[src/sv/eeg_pkg.sv]
package eeg_pkg;
  localparam int unsigned OPERAND_WIDTH_DEF = 32;
endpackage

[src/sv/eeg_divider.sv]
// restoring divider, one quotient bit per cycle
module eeg_divider import eeg_pkg::*; #(
  parameter int unsigned W = OPERAND_WIDTH_DEF
) (
  input  logic         clk,
  input  logic         rst_n,
  input  logic         start,
  input  logic [W-1:0] dividend,
  input  logic [W-1:0] divisor,
  output logic         done,
  output logic [W-1:0] quotient,
  output logic [W-1:0] remainder
);
  localparam int unsigned CW = $clog2(W + 1);

  logic [W-1:0]  quo_r, quo_nxt;
  logic [W-1:0]  rem_r, rem_nxt;
  logic [W-1:0]  dvs_r, dvs_nxt;
  logic [CW-1:0] cnt_r, cnt_nxt;
  logic          busy_r, busy_nxt;
  logic          done_r, done_nxt;
  logic [W:0]    trial;
  logic [W:0]    diff;

  always_comb begin
    quo_nxt  = quo_r;
    rem_nxt  = rem_r;
    dvs_nxt  = dvs_r;
    cnt_nxt  = cnt_r;
    busy_nxt = busy_r;
    done_nxt = 1'b0;
    trial    = {rem_r, quo_r[W-1]};
    diff     = trial - {1'b0, dvs_r};
    if (start) begin
      quo_nxt  = dividend;
      rem_nxt  = '0;
      dvs_nxt  = divisor;
      cnt_nxt  = CW'(W);
      busy_nxt = 1'b1;
    end else if (busy_r) begin
      if (!diff[W]) begin
        rem_nxt = diff[W-1:0];
        quo_nxt = {quo_r[W-2:0], 1'b1};
      end else begin
        rem_nxt = trial[W-1:0];
        quo_nxt = {quo_r[W-2:0], 1'b0};
      end
      cnt_nxt = cnt_r - 1'b1;
      if (cnt_r == CW'(1)) begin
        busy_nxt = 1'b0;
        done_nxt = 1'b1;
      end
    end
  end

  always_ff @(posedge clk) begin
    quo_r <= quo_nxt;
    rem_r <= rem_nxt;
    dvs_r <= dvs_nxt;
    cnt_r <= cnt_nxt;
    if (!rst_n) begin
      busy_r <= 1'b0;
      done_r <= 1'b0;
    end else begin
      busy_r <= busy_nxt;
      done_r <= done_nxt;
    end
  end

  assign done      = done_r;
  assign quotient  = quo_r;
  assign remainder = rem_r;
endmodule

[src/sv/eeg_mulsub.sv]
// next = prev - q*cur, shift-and-add over q one bit per cycle, mod 2^(W+1)
module eeg_mulsub import eeg_pkg::*; #(
  parameter int unsigned W = OPERAND_WIDTH_DEF
) (
  input  logic         clk,
  input  logic         rst_n,
  input  logic         start,
  input  logic [W-1:0] q,
  input  logic [W:0]   prev_a,
  input  logic [W:0]   cur_a,
  input  logic [W:0]   prev_b,
  input  logic [W:0]   cur_b,
  output logic         done,
  output logic [W:0]   next_a,
  output logic [W:0]   next_b
);
  localparam int unsigned CW = $clog2(W + 1);

  logic [W-1:0]  q_r, q_nxt;
  logic [W:0]    acc_a_r, acc_a_nxt, acc_b_r, acc_b_nxt;
  logic [W:0]    sh_a_r, sh_a_nxt, sh_b_r, sh_b_nxt;
  logic [CW-1:0] cnt_r, cnt_nxt;
  logic          busy_r, busy_nxt, done_r, done_nxt;

  always_comb begin
    q_nxt     = q_r;
    acc_a_nxt = acc_a_r;
    acc_b_nxt = acc_b_r;
    sh_a_nxt  = sh_a_r;
    sh_b_nxt  = sh_b_r;
    cnt_nxt   = cnt_r;
    busy_nxt  = busy_r;
    done_nxt  = 1'b0;
    if (start) begin
      q_nxt     = q;
      acc_a_nxt = prev_a;
      acc_b_nxt = prev_b;
      sh_a_nxt  = cur_a;
      sh_b_nxt  = cur_b;
      cnt_nxt   = CW'(W);
      busy_nxt  = 1'b1;
    end else if (busy_r) begin
      if (q_r[0]) begin
        acc_a_nxt = acc_a_r - sh_a_r;
        acc_b_nxt = acc_b_r - sh_b_r;
      end
      q_nxt    = q_r >> 1;
      sh_a_nxt = sh_a_r << 1;
      sh_b_nxt = sh_b_r << 1;
      cnt_nxt  = cnt_r - 1'b1;
      if (cnt_r == CW'(1)) begin
        busy_nxt = 1'b0;
        done_nxt = 1'b1;
      end
    end
  end

  always_ff @(posedge clk) begin
    q_r     <= q_nxt;
    acc_a_r <= acc_a_nxt;
    acc_b_r <= acc_b_nxt;
    sh_a_r  <= sh_a_nxt;
    sh_b_r  <= sh_b_nxt;
    cnt_r   <= cnt_nxt;
    if (!rst_n) begin
      busy_r <= 1'b0;
      done_r <= 1'b0;
    end else begin
      busy_r <= busy_nxt;
      done_r <= done_nxt;
    end
  end

  assign done   = done_r;
  assign next_a = acc_a_r;
  assign next_b = acc_b_r;
endmodule

[src/sv/extended_euclid_gcd_core.sv]
// extended euclid: gcd and bezout coefficients of two unsigned operands
// a zero operand takes no quotient step; each other quotient step runs
// a bit-serial divider then a bit-serial multiply-subtract, ~46 steps worst at W=32
// throughput: one transaction at a time; the next input is taken once the run is done,
// while the previous result may still wait in the output register
// reset: synchronous active-low rst_n clears the sequencer and the output valid
module extended_euclid_gcd_core import eeg_pkg::*; #(
  parameter int unsigned OPERAND_WIDTH = OPERAND_WIDTH_DEF
) (
  input  logic                                     clk,
  input  logic                                     rst_n,
  input  logic                                     in_tvalid,
  output logic                                     in_tready,
  input  logic [((2*OPERAND_WIDTH+7)/8)*8-1:0]     in_tdata,  // operand_a, operand_b
  output logic                                     out_tvalid,
  input  logic                                     out_tready,
  output logic [((3*OPERAND_WIDTH+9)/8)*8-1:0]     out_tdata  // gcd_value, coeff_a, coeff_b
);
  localparam int unsigned W      = OPERAND_WIDTH;
  localparam int unsigned OUT_TW = ((3*OPERAND_WIDTH+9)/8)*8;

  // sequencer states
  localparam logic [1:0] ST_IDLE = 2'd0;
  localparam logic [1:0] ST_DIV  = 2'd1;
  localparam logic [1:0] ST_MUL  = 2'd2;
  localparam logic [1:0] ST_FIN  = 2'd3;

  logic [1:0]   state_r, state_nxt;
  logic [W-1:0] big_r, big_nxt, small_r, small_nxt;
  logic [W:0]   bp_r, bp_nxt, bc_r, bc_nxt, sp_r, sp_nxt, sc_r, sc_nxt;
  logic         xchg_r, xchg_nxt;
  logic         ovalid_r, ovalid_nxt;
  logic [3*W+1:0] odata_r, odata_nxt;
  logic [W-1:0] rem_hold_r, rem_hold_nxt;

  logic         div_start, div_done, mul_start, mul_done;
  logic [W-1:0] div_q, div_rem;
  logic [W:0]   nx_a, nx_b;
  logic [W-1:0] op_a, op_b;

  assign op_a = in_tdata[W-1:0];
  assign op_b = in_tdata[2*W-1:W];

  // input taken whenever idle; a finished result waits in the output register
  assign in_tready = (state_r == ST_IDLE);

  always_comb begin
    state_nxt    = state_r;
    big_nxt      = big_r;
    small_nxt    = small_r;
    bp_nxt       = bp_r;
    bc_nxt       = bc_r;
    sp_nxt       = sp_r;
    sc_nxt       = sc_r;
    xchg_nxt     = xchg_r;
    rem_hold_nxt = rem_hold_r;
    ovalid_nxt   = ovalid_r;
    odata_nxt    = odata_r;
    div_start    = 1'b0;
    mul_start    = 1'b0;
    if (out_tvalid && out_tready) ovalid_nxt = 1'b0;
    case (state_r)
      ST_IDLE: begin
        if (in_tvalid && in_tready) begin
          xchg_nxt  = op_a < op_b;
          big_nxt   = (op_a < op_b) ? op_b : op_a;
          small_nxt = (op_a < op_b) ? op_a : op_b;
          bp_nxt    = (W+1)'(1);
          bc_nxt    = '0;
          sp_nxt    = '0;
          sc_nxt    = (W+1)'(1);
          state_nxt = ST_FIN;
        end
      end
      ST_FIN: begin
        // loop test: remainder zero ends the run
        if (small_r == '0) begin
          // wait until the output register is free or freed this cycle
          if (!ovalid_nxt) begin
            odata_nxt  = xchg_r ? {bp_r, sp_r, big_r} : {sp_r, bp_r, big_r};
            ovalid_nxt = 1'b1;
            state_nxt  = ST_IDLE;
          end
        end else begin
          div_start = 1'b1;
          state_nxt = ST_DIV;
        end
      end
      ST_DIV: begin
        if (div_done) begin
          mul_start    = 1'b1;
          rem_hold_nxt = div_rem;
          state_nxt    = ST_MUL;
        end
      end
      ST_MUL: begin
        if (mul_done) begin
          big_nxt   = small_r;
          small_nxt = rem_hold_r;
          bp_nxt    = bc_r;
          bc_nxt    = nx_a;
          sp_nxt    = sc_r;
          sc_nxt    = nx_b;
          state_nxt = ST_FIN;
        end
      end
      default: state_nxt = ST_IDLE;
    endcase
  end

  eeg_divider #(.W(W)) u_div (
    .clk(clk), .rst_n(rst_n), .start(div_start),
    .dividend(big_r), .divisor(small_r),
    .done(div_done), .quotient(div_q), .remainder(div_rem)
  );

  eeg_mulsub #(.W(W)) u_mul (
    .clk(clk), .rst_n(rst_n), .start(mul_start), .q(div_q),
    .prev_a(bp_r), .cur_a(bc_r), .prev_b(sp_r), .cur_b(sc_r),
    .done(mul_done), .next_a(nx_a), .next_b(nx_b)
  );

  always_ff @(posedge clk) begin
    big_r      <= big_nxt;
    small_r    <= small_nxt;
    bp_r       <= bp_nxt;
    bc_r       <= bc_nxt;
    sp_r       <= sp_nxt;
    sc_r       <= sc_nxt;
    xchg_r     <= xchg_nxt;
    rem_hold_r <= rem_hold_nxt;
    odata_r    <= odata_nxt;
    if (!rst_n) begin
      state_r  <= ST_IDLE;
      ovalid_r <= 1'b0;
    end else begin
      state_r  <= state_nxt;
      ovalid_r <= ovalid_nxt;
    end
  end

  assign out_tvalid = ovalid_r;
  // upper pad bits are zero
  assign out_tdata  = OUT_TW'(odata_r);

  // output register holds while stalled
  assert property (@(posedge clk) disable iff (!rst_n)
    ovalid_r && !out_tready |=> ovalid_r && $stable(odata_r))
    else $error("result changed under stall");
  // divider only runs with a nonzero divisor
  assert property (@(posedge clk) disable iff (!rst_n)
    div_start |-> small_r != '0)
    else $error("division by zero started");
  // no input accepted while a run is active
  assert property (@(posedge clk) disable iff (!rst_n)
    state_r != ST_IDLE |-> !in_tready)
    else $error("input accepted mid run");
endmodule
[config.mk]
export PLATFORM = sky130hd
export DESIGN_NAME = extended_euclid_gcd_core
export DESIGN_NICKNAME = d
export VERILOG_FILES = /design/src/sv/eeg_pkg.sv /design/src/sv/eeg_divider.sv /design/src/sv/eeg_mulsub.sv /design/src/sv/extended_euclid_gcd_core.sv
export SDC_FILE = /design/constraint.sdc
export NUM_CORES = 1
export LEC_CHECK = 0
export ABC_AREA = 1
export BUFFER_PORTS_ARGS = -buffer_cell sky130_fd_sc_hd__buf_2
export CAP_MARGIN = 40
export CORE_MARGIN = 5
export CORE_UTILIZATION = 62
export CTS_CLUSTER_SIZE = 40
export DETAILED_ROUTE_END_ITERATION = 7
export HOLD_SLACK_MARGIN = 0.08
export PLACE_DENSITY = 0.81
export SETUP_SLACK_MARGIN = 0.4
export SLEW_MARGIN = 20
export SYNTH_ARGS = -nofsm -noshare
export SYNTH_HDL_FRONTEND = slang
export SYNTH_HIERARCHICAL = 1
export SYNTH_SLANG_ARGS = --single-unit
[constraint.sdc]
create_clock -name clk -period 14.4 [get_ports clk]
set_clock_uncertainty 0.2 [all_clocks]
set_input_delay 2.16 -clock clk [delete_from_list [all_inputs] [get_ports clk]]
set_output_delay 2.16 -clock clk [all_outputs]
set_load 0.01 [all_outputs]
# After elaboration in Yosys (flattened, before gate mapping)

Cells that the tools add are included.

Div/mod/pow operators: 0
Bitwise operators: 4
Equal/unequal tests: 9
Shift operators: 0
Reduce and logical (&&, ||, !) cells: 16
Magnitude comparators: 1
$add $sub $neg: 5
Multiply operators: 0
Mux-type cells: 56

Operator list:

| operator              | number |
|---|---|
| $mux W33              | 16 |
| $mux W32              | 11 |
| $pmux W33 S2          | 4 |
| $pmux W32 S2          | 2 |
| $mux W98              | 1 |
| $sub A33 B33 Y33      | 2 |
| $sub A33 B32 Y33      | 1 |
| $logic_not A32 Y1     | 1 |
| $lt A32 B32 Y1        | 1 |
| $mux W1               | 16 |
| $eq A6 B1 Y1 const B  | 2 |
| $sub A6 B1 Y6 const B | 2 |
| $mux W2               | 5 |
| $pmux W2 S4           | 1 |
| $reduce_bool A2 Y1    | 4 |
| $ne A2 B1 Y1 const B  | 3 |
| $reduce_and A2 Y1     | 3 |
| $reduce_and A3 Y1     | 2 |
| $reduce_or A3 Y1      | 2 |
| $eq A2 B2 Y1 const B  | 2 |
| $not A1 Y1            | 4 |
| $reduce_and A4 Y1     | 1 |
| $ne A3 B3 Y1 const B  | 1 |
| $eq A2 B1 Y1 const B  | 1 |
| 2 further kinds       | 3 |

RAM bits: 0
ROM bits: 0
Latch bits: 0
Memories kept: 0
Bits in registers: 606
Output and inout port bits: 106

# Longest topological paths before layout

Gate-level depths: netlist of the first run.

Depth after elaboration: 5
Gate-level depth with buffers: 18
Depth with buffers taken out: 17

# Cells and area by module

The synthesis of the first run kept the hierarchy.

By module, submodules not included:

| module                   | area each (µm²) | cells each | instances |
|---|---|---|---|
| extended_euclid_gcd_core | 14511.4         | 1375       | 1 |
| eeg_mulsub               | 12273.0         | 1763       | 1 |
| eeg_divider              | 7228.2          | 1047       | 1 |

# Worst setup path after synthesis of the first run

OpenSTA, ideal clock, no wires.

Kind: input to register
Start point: in in_tvalid
End point: reg bc_r[0] (enable)
Setup time: 820 ps
Arrival time: 11279 ps
Data required time: 13380 ps
Path slack: 2101 ps
Stages on the path: 2
Cells stage by stage: inv_1 -> o22ai_1

Word-level cells in the longest chain between the ends: 3

RTL lines:

| element                            | RTL line                        | source |
|---|---|---|
| start, declared                    | extended_euclid_gcd_core.sv:12  | `input logic in_tvalid,` |
| $logic_and A1 B1 Y1                | extended_euclid_gcd_core.sv:64  | `if (in_tvalid && in_tready) begin` |
| $ne A2 B1 Y1 (no source line)      | -                               |  |
| $reduce_and A3 Y1 (no source line) | -                               |  |
| end signal, assigned               | extended_euclid_gcd_core.sv:127 | `bc_r <= bc_nxt;` |
| end, declared                      | extended_euclid_gcd_core.sv:30  | `logic [W:0] bp_r, bp_nxt, bc_r, bc_nxt, sp_r, sp_nxt, sc_r, sc_nxt;` |

Every way passes these cells.
A chain may end at the register's enable or synchronous reset.

# Worst setup path in the final report of the first run

Start point: in in_tdata[59]
End point: reg big_r[12], data pin

Word-level cells in the longest chain between the ends: 4

RTL lines:

| element              | RTL line                        | source |
|---|---|---|
| start, declared      | extended_euclid_gcd_core.sv:14  | `input logic [((2*OPERAND_WIDTH+7)/8)*8-1:0] in_tdata,` |
| $lt A32 B32 Y1       | extended_euclid_gcd_core.sv:66  | `big_nxt = (op_a < op_b) ? op_b : op_a;` |
| $mux W32             | extended_euclid_gcd_core.sv:66  |  |
| $mux W32             | extended_euclid_gcd_core.sv:64  |  |
| $pmux W32 S2         | extended_euclid_gcd_core.sv:62  | `case (state_r)` |
| net big_nxt[12]      | extended_euclid_gcd_core.sv:29  | `logic [W-1:0] big_r, big_nxt, small_r, small_nxt;` |
| end signal, assigned | extended_euclid_gcd_core.sv:124 | `big_r <= big_nxt;` |
| end, declared        | extended_euclid_gcd_core.sv:29  |  |

The timed path passes the listed nets, and every way through them passes these cells. The select of a mux whose other input is x is not followed.

==> flow_summary.toml, run 1 <==
[run_status]
status = "finished, final reports clean"

[min_path]
hold_end = "odata_r[16]"
worstHoldPathCells = 0
hold_path_class = "flip-flop to flip-flop"
min_from = "big_r[16]"

[cells_and_area]
final_cell_count_no_fill = 5080
postLayoutCoreUtil_pct = 69.5
diodes = 0
drive_gt1_share_pct = 9.81
fin_nets = 4533
syn_to_final_growth_pct = 10.7
stdcell_area_mm2 = 0.0376

[cts]
cts_buffers = 66
ctsHoldBuffers = 0
cts-root-buf = "clkbuf_16"
post_cts_resized = 0
cts_tree = "yes"
post-cts-setup-buffers = 0
clk_path_buf_depth = 3
htreeDepth = 3
clock-sinks = 606
clkLatencyLatePin_ns = 0.62
clkTransAtPathRegs_ns = 0.06

[die]
die_w_um = 244
die_area_mm2 = 0.0596
start_util_pct = 62.8
chipHeight_um = 244
placeableCoreArea_mm2 = 0.0541
num_rows = 85
ioPinCount = 174

[grt]
grt_pass1_wl_mm = 139
grt_overflow_total = 0
grt_pass1_vias = 26225
grt_use_met2_pct = 52.1
grtUsageMet1_pct = 35.4
top_usage_layer = "met2"
grt_max_degree = 205
grt_usage_pct = 29.6
antenna_found_initial = 0
grtUsageMet3_pct = 4.38

[critical_path]
worstPathArrival_ns = 4.20
rrSetupSlack_ns = 10.55
rr_endpoint = "u_mul/sh_b_r[13]"
critical_path_class = "input port to flip-flop"
cp.required_ns = 14.55
cp-start-kind = "input port"
r2r-start = "state_r[0]"
crit_path_end_kind = "flip-flop"
reg2regPathDepth = 6
cp_max_fo = 64

[synth]
synthTopCellsByArea = "edfxtp_1, nand2_1, inv_1, ha_1, nor2_1"
synth_area_per_cell_um2 = 8.13
synth_cell_types = 47
ys.flop_type = "edfxtp_1"
syn-cell-area_mm2 = 0.0340
yosysTopAreaCell = "edfxtp_1"
synth_top_area_share_pct = 49.0
synth_enable_flop_cells = 555
async_flop_share_pct = 0
postSynthCellCount = 4185
ys_seq_area_share_pct = 52.0
yosys_warnings = 6
synth-seq-cells = 606

[job]
max_cap_viol_count = 0

[drt]
drt-total-wl_mm = 90.5
drtIter0Drc = 2733
vias = 27428
ant_nets = 0
wl_per_cell_um = 17.8
dr.pass1.iters = 5
drc = 0
vias_per_cell = 5.40

[sta]
fmax_ghz = 0.247
max_slew_margin_pct = 36.7
min_period_ns = 4.05
final-max-slew-violation-count = 0
fin_ws_ns = 10.35
hold_violations = 0
setup_tns_ns = 0
finalSetupViolCount = 0
worstMarginPinSlew_ns = 0.949
rsz0062_at_grt = "no"
period_share_pct = 28.1

[power_and_ir_drop]
p_leak_nw = 18.1
p_per_area_mw_per_mm2 = 133
p_sw_share_pct = 31.1
switching_power_mw = 1.56
combPwrFrac_pct = 18.0
pwr-share-clk_pct = 32.6
power_frac_seq_pct = 49.4
vdd_drop_max_uv = 92.7
internal_power_mw = 3.46

[placement]
routabilityCongestion = 0.948
post-place-ws_ns = 9.52
dpl-instance-area_mm2 = 0.0355
dp_hpwl_mm = 66.2
portBuffers = 167
placed_cells = 4956
[power groups by stage]
stage	logic (mW)	registers (mW)	clock network, mW
after CTS	0.884	2.47	1.65
after floorplan	0.626	2.47	0
after global placement	0.823	2.50	0
final	0.903	2.48	1.63
after global routing	1.00	2.49	1.73
after detailed placement	0.874	2.51	0
[Yosys cell counts (3+ instances only)]
cell type  count
fa_1           3
xor2_1         3
o21bai_1       7
and3_1         4
nand3b_1      12
o21ai_1       13
nand3_2       25
buf_1          6
nand2_1     1448
buf_2         46
nand2_2       64
inv_2          8
inv_1        792
edfxtp_1     555
buf_4         14
or2_2         10
dfxtp_1       51
nor2_2         6
a21oi_1      111
nand2_4        4
nand3_1      253
ha_1         131
buf_6          9
nor2_1       342
xnor2_1       31
clkbuf_1      45
o21ai_0      123
nand4_1       14
and2_1         6
nor3_1        23
o22ai_1        3
a21o_1         3
[cell type report]
type,instances,area [µm²]
Timing Repair Buffer,197,1280
Tap cell,696,871
Clock buffer,82,1750
Inverter,801,3010
Fill cell,4207,16500
Multi-Input combinational cell,2659,12700
Sequential cell,606,17700
Clock inverter,39,323
[how the worst max path moves through the flow]
| stage | start | to | slack (ns) | depth (start not counted) |
|---|---|---|---|---|
| after global placement | in_tvalid | sp_r[26] | 8.81 | 6 |
| after global routing | in_tdata[61] | big_r[12] | 10.15 | 12 |
| after detailed placement | in_tvalid | sc_r[27] | 9.52 | 7 |
| after CTS | in_tvalid | bp_r[26] | 10.15 | 7 |
| final | in_tdata[59] | big_r[12] | 10.35 | 12 |
| after floorplan | in_tvalid | bc_r[0] | 2.10 | 2 |
[flip-flops by register name, indices dropped and copies added, names as in the netlist, 32 cells and up]
| name | count |
|---|---|
| u_div/remainder | 32 |
| u_div/dvs_r | 32 |
| u_mul/sh_b_r | 33 |
| sc_r | 33 |
| u_mul/next_a | 33 |
| u_mul/next_b | 33 |
| u_div/quotient | 32 |
| odata_r | 98 |
| u_mul/sh_a_r | 33 |
| u_mul/q_r | 32 |
| big_r | 32 |
| rem_hold_r | 32 |
| bc_r | 33 |
| sp_r | 33 |
| small_r | 32 |
| bp_r | 33 |
[per-layer routing]
layer  routed length (µm)  vias up
met4                 5250        0
met5                    0        -
met2                44800     1254
li1                     -    13362
met3                 6650      262
met1                33800    12550
[logic make-up (layout without fill, tap and decap cells)]
group,Yosys count,in the layout,synth area share (%)
DFF,606,606,52.0
buffers and inverters,925,1119,10.9
and+or+nand+nor,2219,2219,27.2
other,1,6,0.0110
adders and majority gates,134,134,5.00
xor gates and xnor gates,34,34,0.876
AOI/OAI and AO/OA,266,266,4.05
[worst max-delay path: stages]
cell and delay [ns]:
buf_2 0.11, inv_1 0.11, ha_1 0.26, a21oi_1 0.15, o21ai_1 0.11, nand2_1 0.07
nand3_1 0.11, a21oi_4 0.15, buf_4 0.58, nand3_1 0.16, nand3_1 0.14, nand2_1 0.07
[through the flow]
| stage | hold slack (ns) | total power [mW] |
|---|---|---|
| 3_3_place_gp | 0.256 | 3.32 |
| 2_1_floorplan | 0.226 | 3.10 |
| 4_1_cts | 0.274 | 5.01 |
| 3_5_place_dp | 0.262 | 3.38 |
| 6_report | 0.270 | 5.01 |
| 5_1_grt | 0.286 | 5.23 |
[layout by cell type (no fill, tap or decap), drive strengths merged, types with 7 or more instances in the layout]
master	count
and2	7
or2	10
nand3b	12
edfxtp	555
inv	805
nor3	24
clkinv	29
nand2	1518
nand4	14
dfxtp	51
o21ai	137
a21oi	113
clkbuf	82
ha	131
nor2	349
xnor2	31
nand3	279
buf	197
o21bai	7
No activity file was read; power rests on OpenSTA's default activity.
==> run 2: changes to the inputs <==
- clock period: 14.4 -> 3.9 ns (I/O delays scaled with it)
==> run 2 against run 1 <==
Clock power rose to 4.1 times the previous value. Via count down 0.73%. Cell area up 0.53%. Global-route usage up 0.65 points. Wire length up 1.1%. Utilization up 0.37 points. Critical path type is now flip-flop to flip-flop. Critical endpoint is now u_div/remainder[21].
==> flow_summary.toml, run 2 (synthesized netlist as in run 1, its figures left out) <==
[drt]
dr.pass1.iters = 6
ant_nets = 0
drtIter0Drc = 2302
wl_per_cell_um = 18.0
vias = 27227
drc = 0
drt-total-wl_mm = 91.5
vias_per_cell = 5.36

[critical_path]
crit_path_end_kind = "flip-flop"
setup.worst_path.start = "u_div/quotient[31]"
cp_slowest_cell = "fa_1"
timing.critical_path.mode_cell = "nand2_1"
crit_chain = "inv_1 > ha_1 > fa_1 > inv_1 > nand2_1 > nand2_1 > nand3_1 > nand2_2 > nand2_1 > nand2_2 > nand2_4 > nand2_4 > nand2_4 > nand2_8 > nand2_1 > nand3_1 > nand2_1"
worstPathArrival_ns = 3.37
cp.required_ns = 4.19
cp.depth = 17
reg2regPathDepth = 17
cp_top_family = "simple AND/OR/NAND/NOR gates"
path_buf_inv = 2
r2r-start = "u_div/quotient[31]"
critPathMaxStageDelay_ns = 0.41
critical_path_class = "flip-flop to flip-flop"
cp_max_fo = 28
cp-start-kind = "flip-flop"

[sta]
hold_violations = 0
worstMarginPinSlew_ns = 1.05
min_period_ns = 3.08
setup_tns_ns = 0
rsz0062_at_grt = "no"
final-max-slew-violation-count = 0
period_share_pct = 78.9
finalSetupViolCount = 0
fmax_ghz = 0.325
max_slew_margin_pct = 29.7

[die]
die_w_um = 244
chipHeight_um = 244
start_util_pct = 62.8
die_area_mm2 = 0.0596
num_rows = 85
placeableCoreArea_mm2 = 0.0541
ioPinCount = 174

[run_status]
status = "finished, final reports clean"

[cells_and_area]
stdcell_area_mm2 = 0.0378
drive_gt1_share_pct = 9.87
diodes = 0
regMostFlops = "odata_r"
postLayoutCoreUtil_pct = 69.9
final_cell_mix = "nand2_1, inv_1, edfxtp_1, nor2_1, nand3_1"
largest_register_ffs = 98
fin_nets = 4539
final_common_cell = "nand2_1"
syn_to_final_growth_pct = 11.2

[grt]
grt_pass1_vias = 26578
grt_overflow_total = 0
grt_usage_pct = 30.2
grt_max_degree = 197
antenna_found_initial = 1
grt_pass1_wl_mm = 141

[min_path]
hold_path_class = "input port to flip-flop"
worstHoldPathCells = 4
min_from = "out_tready"

[power_and_ir_drop]
finalPower_mw = 19.2
p_per_area_mw_per_mm2 = 506
vdd_drop_max_uv = 722
p_leak_nw = 18.2

[cts]
cts_tree = "yes"
clkTransAtPathRegs_ns = 0.06
clock-sinks = 606
htreeDepth = 3
post-cts-setup-buffers = 0
cts-root-buf = "clkbuf_16"
clkLatencyLatePin_ns = 0.62
cts_buffers = 66
clk_path_buf_depth = 3

[placement]
dpl-instance-area_mm2 = 0.0355
dp_hpwl_mm = 66.7
routabilityCongestion = 0.965
portBuffers = 167

[job]
max_cap_viol_count = 0
-- run 2: worst min-delay path, stage by stage --
cell     delay (ns)
buf_2          0.09
nor2_1         0.09
inv_1          0.07
a21oi_1        0.08
-- run 2: area by class of cell --
cell class,instances,area (µm²)
Tap cell,696,871
Fill cell,4253,16300
Inverter,801,3020
Clock inverter,31,548
Clock buffer,87,1760
Sequential cell,606,17700
Multi-Input combinational cell,2659,12700
Timing Repair Buffer,203,1240
-- run 2: power by group --
group | switching (mW) | internal [mW] | leakage, nW
registers | 0.672 | 8.45 | 5.61
clock network | 2.66 | 4.03 | 1.11
logic | 2.43 | 0.922 | 11.5
-- run 2: timing repair --
item / in CTS / in global routing
hold buffers: 1 / 0
resized for setup: 0 / 0
endpoints found under the hold margin: 6 / 0
endpoints found under the setup margin: 0 / 0
-- run 2: metrics by stage --
step | hold WS, ns | cells | setup WS [ns]
after CTS | 0.131 | 5083 | 0.853
final | 0.146 | 5083 | 0.823
after global routing | 0.160 | 5083 | 0.753
after floorplan | 0.226 | 4190 | -0.659
after global placement | 0.256 | 4961 | 0.826
after detailed placement | 0.260 | 4964 | 0.807
-- run 2: per-layer routing --
| metal | vias up | wire length (µm) | GRT usage, % | share of wire, % |
|---|---|---|---|---|
| met2 | 1054 | 46500 | 54.4 | 51 |
| met1 | 12527 | 33700 | 34.4 | 37 |
| met4 | 0 | 5640 | 17.1 | 6.2 |
| li1 | 13375 | - | - | - |
| met5 | - | 0 | 0 | 0 |
| met3 | 271 | 5700 | 4.53 | 6.2 |
-- run 2: path summary, 6_finish.rpt --
| path | slack (ns) | endpoint |
|---|---|---|
| max | 0.82 | u_div/remainder[21] |
| min reg2reg | 0.26 | u_div/dvs_r[8] |
| max reg2reg | 0.82 | u_div/remainder[21] |
| min | 0.15 | out_tvalid |
